===== src/design/lru_key_value_cache_unit_defines.svh =====
// Assertion macros shared by the LRU key-value cache RTL.
`ifndef LRU_KEY_VALUE_CACHE_UNIT_DEFINES_SVH
`define LRU_KEY_VALUE_CACHE_UNIT_DEFINES_SVH

// Same-cycle implication, checked on clk, off while rst is high.
`define LKV_ASSERT_IMP(label, ante, cons, msg) \
  label: assert property (@(posedge clk) disable iff (rst) (ante) |-> (cons)) \
    else $error(msg);

// Next-cycle implication, checked on clk, off while rst is high.
`define LKV_ASSERT_NXT(label, ante, cons, msg) \
  label: assert property (@(posedge clk) disable iff (rst) (ante) |=> (cons)) \
    else $error(msg);

`endif


===== src/design/lkv_pkg.sv =====
// Shared command and status types for the LRU key-value cache.
package lkv_pkg;

  typedef enum logic [3:0] {
    OP_IDLE,
    OP_CLEAR,
    OP_LOOKUP,
    OP_DECIDE,
    OP_UNLINK,
    OP_READ_TAIL,
    OP_LINK_A,
    OP_LINK_B,
    OP_SELF,
    OP_EVICT_A,
    OP_EVICT_B,
    OP_FINISH,
    OP_REPORT
  } dp_op_t;

  typedef struct packed {
    dp_op_t op;
  } dp_cmd_t;

  typedef struct packed {
    logic clear_last;
    logic hit;
    logic is_head;
    logic is_put;
    logic alloc_ok;
    logic head_valid;
  } dp_status_t;

endpackage


===== src/design/lkv_ctrl.sv =====
// Sequencer for the LRU key-value cache: one beat at a time.
`include "lru_key_value_cache_unit_defines.svh"

module lkv_ctrl (
  input  logic                clk,
  input  logic                rst,
  input  logic                start,
  output logic                busy,
  output logic                done,
  output lkv_pkg::dp_cmd_t    cmd,
  input  lkv_pkg::dp_status_t status
);
  import lkv_pkg::*;

  typedef enum logic [3:0] {
    S_CLEAR,
    S_IDLE,
    S_DECIDE,
    S_UNLINK,
    S_READ_TAIL,
    S_LINK_A,
    S_LINK_B,
    S_SELF,
    S_EVICT_A,
    S_EVICT_B,
    S_FINISH,
    S_REPORT
  } state_t;

  state_t state;
  state_t state_next;

  always_comb begin
    state_next = state;
    cmd.op     = OP_IDLE;
    unique case (state)
      S_CLEAR: begin
        cmd.op = OP_CLEAR;
        if (status.clear_last) state_next = S_IDLE;
      end
      S_IDLE: begin
        if (start) begin
          cmd.op     = OP_LOOKUP;
          state_next = S_DECIDE;
        end
      end
      S_DECIDE: begin
        cmd.op = OP_DECIDE;
        if (status.hit) begin
          state_next = status.is_head ? S_FINISH : S_UNLINK;
        end else if (!status.is_put) begin
          state_next = S_REPORT;
        end else if (status.alloc_ok) begin
          state_next = status.head_valid ? S_LINK_A : S_SELF;
        end else begin
          state_next = S_EVICT_A;
        end
      end
      S_UNLINK: begin
        cmd.op     = OP_UNLINK;
        state_next = S_READ_TAIL;
      end
      S_READ_TAIL: begin
        cmd.op     = OP_READ_TAIL;
        state_next = S_LINK_A;
      end
      S_LINK_A: begin
        cmd.op     = OP_LINK_A;
        state_next = S_LINK_B;
      end
      S_LINK_B: begin
        cmd.op     = OP_LINK_B;
        state_next = S_FINISH;
      end
      S_SELF: begin
        cmd.op     = OP_SELF;
        state_next = S_FINISH;
      end
      S_EVICT_A: begin
        cmd.op     = OP_EVICT_A;
        state_next = S_EVICT_B;
      end
      S_EVICT_B: begin
        cmd.op     = OP_EVICT_B;
        state_next = S_FINISH;
      end
      S_FINISH: begin
        cmd.op     = OP_FINISH;
        state_next = S_REPORT;
      end
      S_REPORT: begin
        cmd.op     = OP_REPORT;
        state_next = S_IDLE;
      end
      default: begin
        state_next = S_IDLE;
      end
    endcase
  end

  always_ff @(posedge clk) begin
    if (rst) begin
      state <= S_CLEAR;
    end else begin
      state <= state_next;
    end
  end

  assign busy = (state != S_IDLE);
  assign done = (state == S_REPORT);

  `LKV_ASSERT_NXT(a_done_single, done, !done, "result strobe held for more than one cycle")
  `LKV_ASSERT_IMP(a_done_busy, done, busy, "result strobe while idle")
  `LKV_ASSERT_NXT(a_start_busy, start && !busy, busy, "accepted beat did not raise busy")

endmodule


===== config.mk =====
export PLATFORM = sky130hd
export DESIGN_NAME = lkv_ctrl
export DESIGN_NICKNAME = d
export VERILOG_FILES = /design/src/design/lkv_pkg.sv /design/src/design/lkv_ctrl.sv
export VERILOG_INCLUDE_DIRS = /design/src /design/src/design
export SDC_FILE = /design/constraint.sdc
export NUM_CORES = 1
export LEC_CHECK = 0
export BUFFER_PORTS_ARGS = -buffer_cell sky130_fd_sc_hd__buf_2
export CORE_AREA = 5 5 42 44
export DETAILED_ROUTE_END_ITERATION = 12
export DIE_AREA = 0 0 47 49
export PLACE_DENSITY_LB_ADDON = 0.1
export SLEW_MARGIN = 25
export SYNTH_ARGS = -nofsm -noshare
export SYNTH_HDL_FRONTEND = slang
export SYNTH_SLANG_ARGS = --single-unit

===== constraint.sdc =====
create_clock -name clk -period 1.6 [get_ports clk]
set_clock_uncertainty 0.15 [all_clocks]
set_input_delay 0.32 -clock clk [delete_from_list [all_inputs] [get_ports clk]]
set_output_delay 0.32 -clock clk [all_outputs]
set_load 0.02 [all_outputs]

* Yosys cells after proc, flatten, opt, wreduce, memory -nomap -nowiden
Index checks and enable logic that the tools add are counted.
** Cells by class
- Eq/ne operators :: 14
- Muxes and demuxes :: 10
- Reduce and logical (&&, ||, !) cells :: 3
** Operators by type and width (count)
- 4-bit case mux with 12 select lines :: 1
- 4-bit case mux with 9 select lines :: 1
- 4-bit two-way mux :: 6
- 4-bit by 3-bit == test with 1-bit output, second input constant :: 4
- 4-bit == test, second input constant :: 4
- 4-bit by 2-bit == test with 1-bit output, second input constant :: 2
- 4-bit by 1-bit == test with 1-bit output, second input constant :: 1
- 4-bit logical NOT :: 1
- 2-bit two-way mux :: 2
- 2-bit != test, second input constant :: 2
- 4-bit by 1-bit != test with 1-bit output, second input constant :: 1
- 3-bit OR reduction :: 1
- 2-bit AND reduction :: 1
** Word-level totals
- Flip-flop bits (word level) :: 4
- Input bits :: 9
- Output and inout port bits :: 6
- Word-level logic and storage cells :: 28

* Depth between registers and ports, before layout
- Word-level depth :: 5
- Gate-level depth with buffers :: 4
- Gate-level depth less buffers :: 3

* Least setup slack after synthesis
No wires, ideal clock.
- Path type :: register to output
- Start :: register state[0]
- End :: output cmd[3] in the netlist's numbering
- Data arrival time :: 1.240 ns
- Required time :: 1.130 ns
- Setup slack :: -0.110 ns
- Stages on the path, launching flop included :: 4
- Buffers on the path :: 1
- Cells stage by stage :: dfxtp_1 -> clkbuf_1 -> nand2_1 -> o21ai_0
** RTL lines
- start, declared :: RTL line lkv_ctrl.sv:30 : state_t state;
- start signal, assigned :: RTL line lkv_ctrl.sv:105 : state <= state_next;
- end, declared :: RTL line lkv_ctrl.sv:10 : output lkv_pkg::dp_cmd_t cmd,

==> impl_metrics.toml <==
[flow_run]
drv_cap = 0

[floorplanning]
die_y_um = 49
die-area_um2 = 2300
row_count = 14
ioPinCount = 15
fp.coreArea_um2 = 1400
initial_core_util_pct = 24.8
die_x_um = 47

[sta]
hold_viol_final = 0
fin_crit_sh_pct = 102
worst_slack_ns = -0.0298
worst_slew_pin_slew_ns = 0.362
max_clock_freq_mhz = 614
final.min_clock_period_ns = 1.63
slew_headroom_pct = 75.2
rsz0062_at_grt = "true"
slew_violations = 0
setup_viol = 2
setup_tns_ns = -0.0330

[route]
totalWireLength_um = 1030
vias_per_cell = 5.02
drt-initial-drc-count = 4
drc = 0
drt-pass1-iter-count = 3
post_drt_wl_per_cell_um = 11.9
vias = 432
postRouteAntennaNets = 0

[setup_path]
worst-endpoint-required_ns = 1.13
critPathLaunchType = "flip-flop"
crit_path_end_kind = "output port"
crit_arrival_ns = 1.16
worstPathMaxFanout = 7
path_class = "flip-flop to output port"

[logic_synthesis]
synth_seq_cells = 4
synthXorXnorAreaFrac_pct = 0
synthMuxAreaShare_pct = 2.88
synth_edf_count = 0
synth_compound_area_share_pct = 34.9
syn_inst = 47
synth-seq-area-share_pct = 23.0
synth_cell_types = 24
synthArstFlopShare_pct = 0
syn_avg_cell_area_um2 = 7.40
syn-cell-area_um2 = 348
synth_warnings = 0
synth_top_family_by_area = "compound AO/OA/AOI/OAI gates"
yosys.area_share.simple_pct = 33.5
synthAdderAreaFrac_pct = 0
synth_ff_type = "dfxtp_1"
syn_nets = 56

[power]
powerDensity_nw_per_um2 = 547
ir_drop_uv = 246
leakage_nw = 0.248
power_uw = 314

[cells_and_area]
syn_to_final_growth_pct = 64.7
final_cell_mix = "buf_4 (12), buf_2 (10), a21oi_1 (3), clkbuf_4 (3), dfxtp_4 (3)"
insertedDiodeCount = 0
layout_commonest_cell = "buf_4"
final_cell_area_um2 = 573
largest_register_ffs = 4
largest-register = "state"
layout-drive-gt1-share_pct = 50.0
top_regs = "state (4)"
nets = 81

[place]
io_buffers = 14
pre_cts_ws_ns = 0.0969
dpl_cell_area_um2 = 459
gp_congestion = 0.736
dpl.hpwl_um = 792

[clock_network]
path_clk_slew_ns = 0.04
cts_tree = "built"
insertion_delay_ns = 0.23
clock_path_buffers = 2
root_buffer = "clkbuf_4"
h-tree-depth = 1
cts_buffers = 3
clkSinkCount = 4

[global_routing]
grt_pass1_wl_um = 1610
grt_usage_pct = 9.43
grt_max_degree = 13
antenna_found_initial = 0
grt_pass1_vias = 412
grt_overflow = 0

[status]
violations = "negative setup slack"
status = "finished, violations left"

[worst_hold_path]
hp-class = "input pin to flip-flop"
[metal layers]
layer	GRT usage (%)	part of all wire, %	vias up	routed length (um)
met1	11.0	44	195	455
li1	-	-	227	-
met2	14.7	50	10	510
met5	0	0	-	0
met4	5.53	0	0	0
met3	2.58	5.7	0	58
[where the power goes]
part | total, mW | internal [mW] | switching [mW]
sequential | 0.108 | 0.101 | 0.00681
combinational | 0.0838 | 0.0413 | 0.0425
clock | 0.122 | 0.0837 | 0.0383
total | 0.314 | 0.226 | 0.0876
[per-stage QoR]
| stage | util, % | cells | hold slack (ns) |
|---|---|---|---|
| floorplan | - | 47 | 0.243 |
| global placement | 32.8 | 78 | 0.382 |
| detailed placement | 32.8 | 78 | 0.380 |
| CTS | 36.9 | 82 | 0.122 |
| global route | 40.9 | 86 | 0.120 |
| finish | 40.9 | 86 | 0.130 |
[what timing repair did]
action / in CTS / in global routing
endpoints found under the setup margin: 5 / 4
gates resized for setup: 10 / 8
pin swaps: 0 / 1
setup buffers: 1 / 4
hold buffers: 0 / 0
[path summary, 6_finish.rpt]
kind / start / to / slack, ns / cells after the start
setup / recovery: state[3]$_SDFFE_PP0P_ / cmd[2] / -0.03 / 4
hold reg to reg: state[2]$_SDFFE_PP0P_ / state[1]$_SDFFE_PP0P_ / 0.49 / 1
hold / removal: rst / state[2]$_SDFFE_PP0P_ / 0.13 / 2
setup reg to reg: state[2]$_SDFFE_PP0P_ / state[0]$_SDFFE_PP0P_ / 0.04 / 4
[cells in the mapped netlist, types with 2 or more instances]
cell,n,area [um^2]
a211oi_1,2,15.0
a21oi_1,4,20.0
and2_1,2,12.5
clkbuf_1,3,11.3
dfxtp_1,4,80.1
nand2_1,2,7.51
nand2b_1,3,18.8
nand3_1,2,10.0
nor2_1,3,11.3
nor2b_1,2,12.5
nor3_1,2,10.0
nor3b_1,2,15.0
o21ai_0,4,20.0
o41ai_1,2,17.5
[kinds of logic (layout without fill, tap and decap cells)]
kind of cell / Yosys count / after routing
AOI/OAI and AO/OA: 17 / 17
buffers and inverters: 5 / 28
DFF: 4 / 4
muxes: 1 / 1
and+or+nand+nor: 20 / 20
[layout make-up]
| cell class | instances | area (um^2) |
|---|---|---|
| well taps | 16 | 20.0 |
| clock buffers | 3 | 22.5 |
| inverters | 1 | 3.75 |
| repair buffers | 24 | 163 |
| fillers | 166 | 828 |
| flip-flops and latches | 4 | 91.3 |
| multi-input cells | 38 | 273 |
[worst max-delay path, cell delays in order, from the launching register on]
cell,delay [ns]
dfxtp_4,0.36
buf_6,0.13
nand2b_4,0.13
mux2i_1,0.14
buf_4,0.16
(Power assumes the default switching activity.)
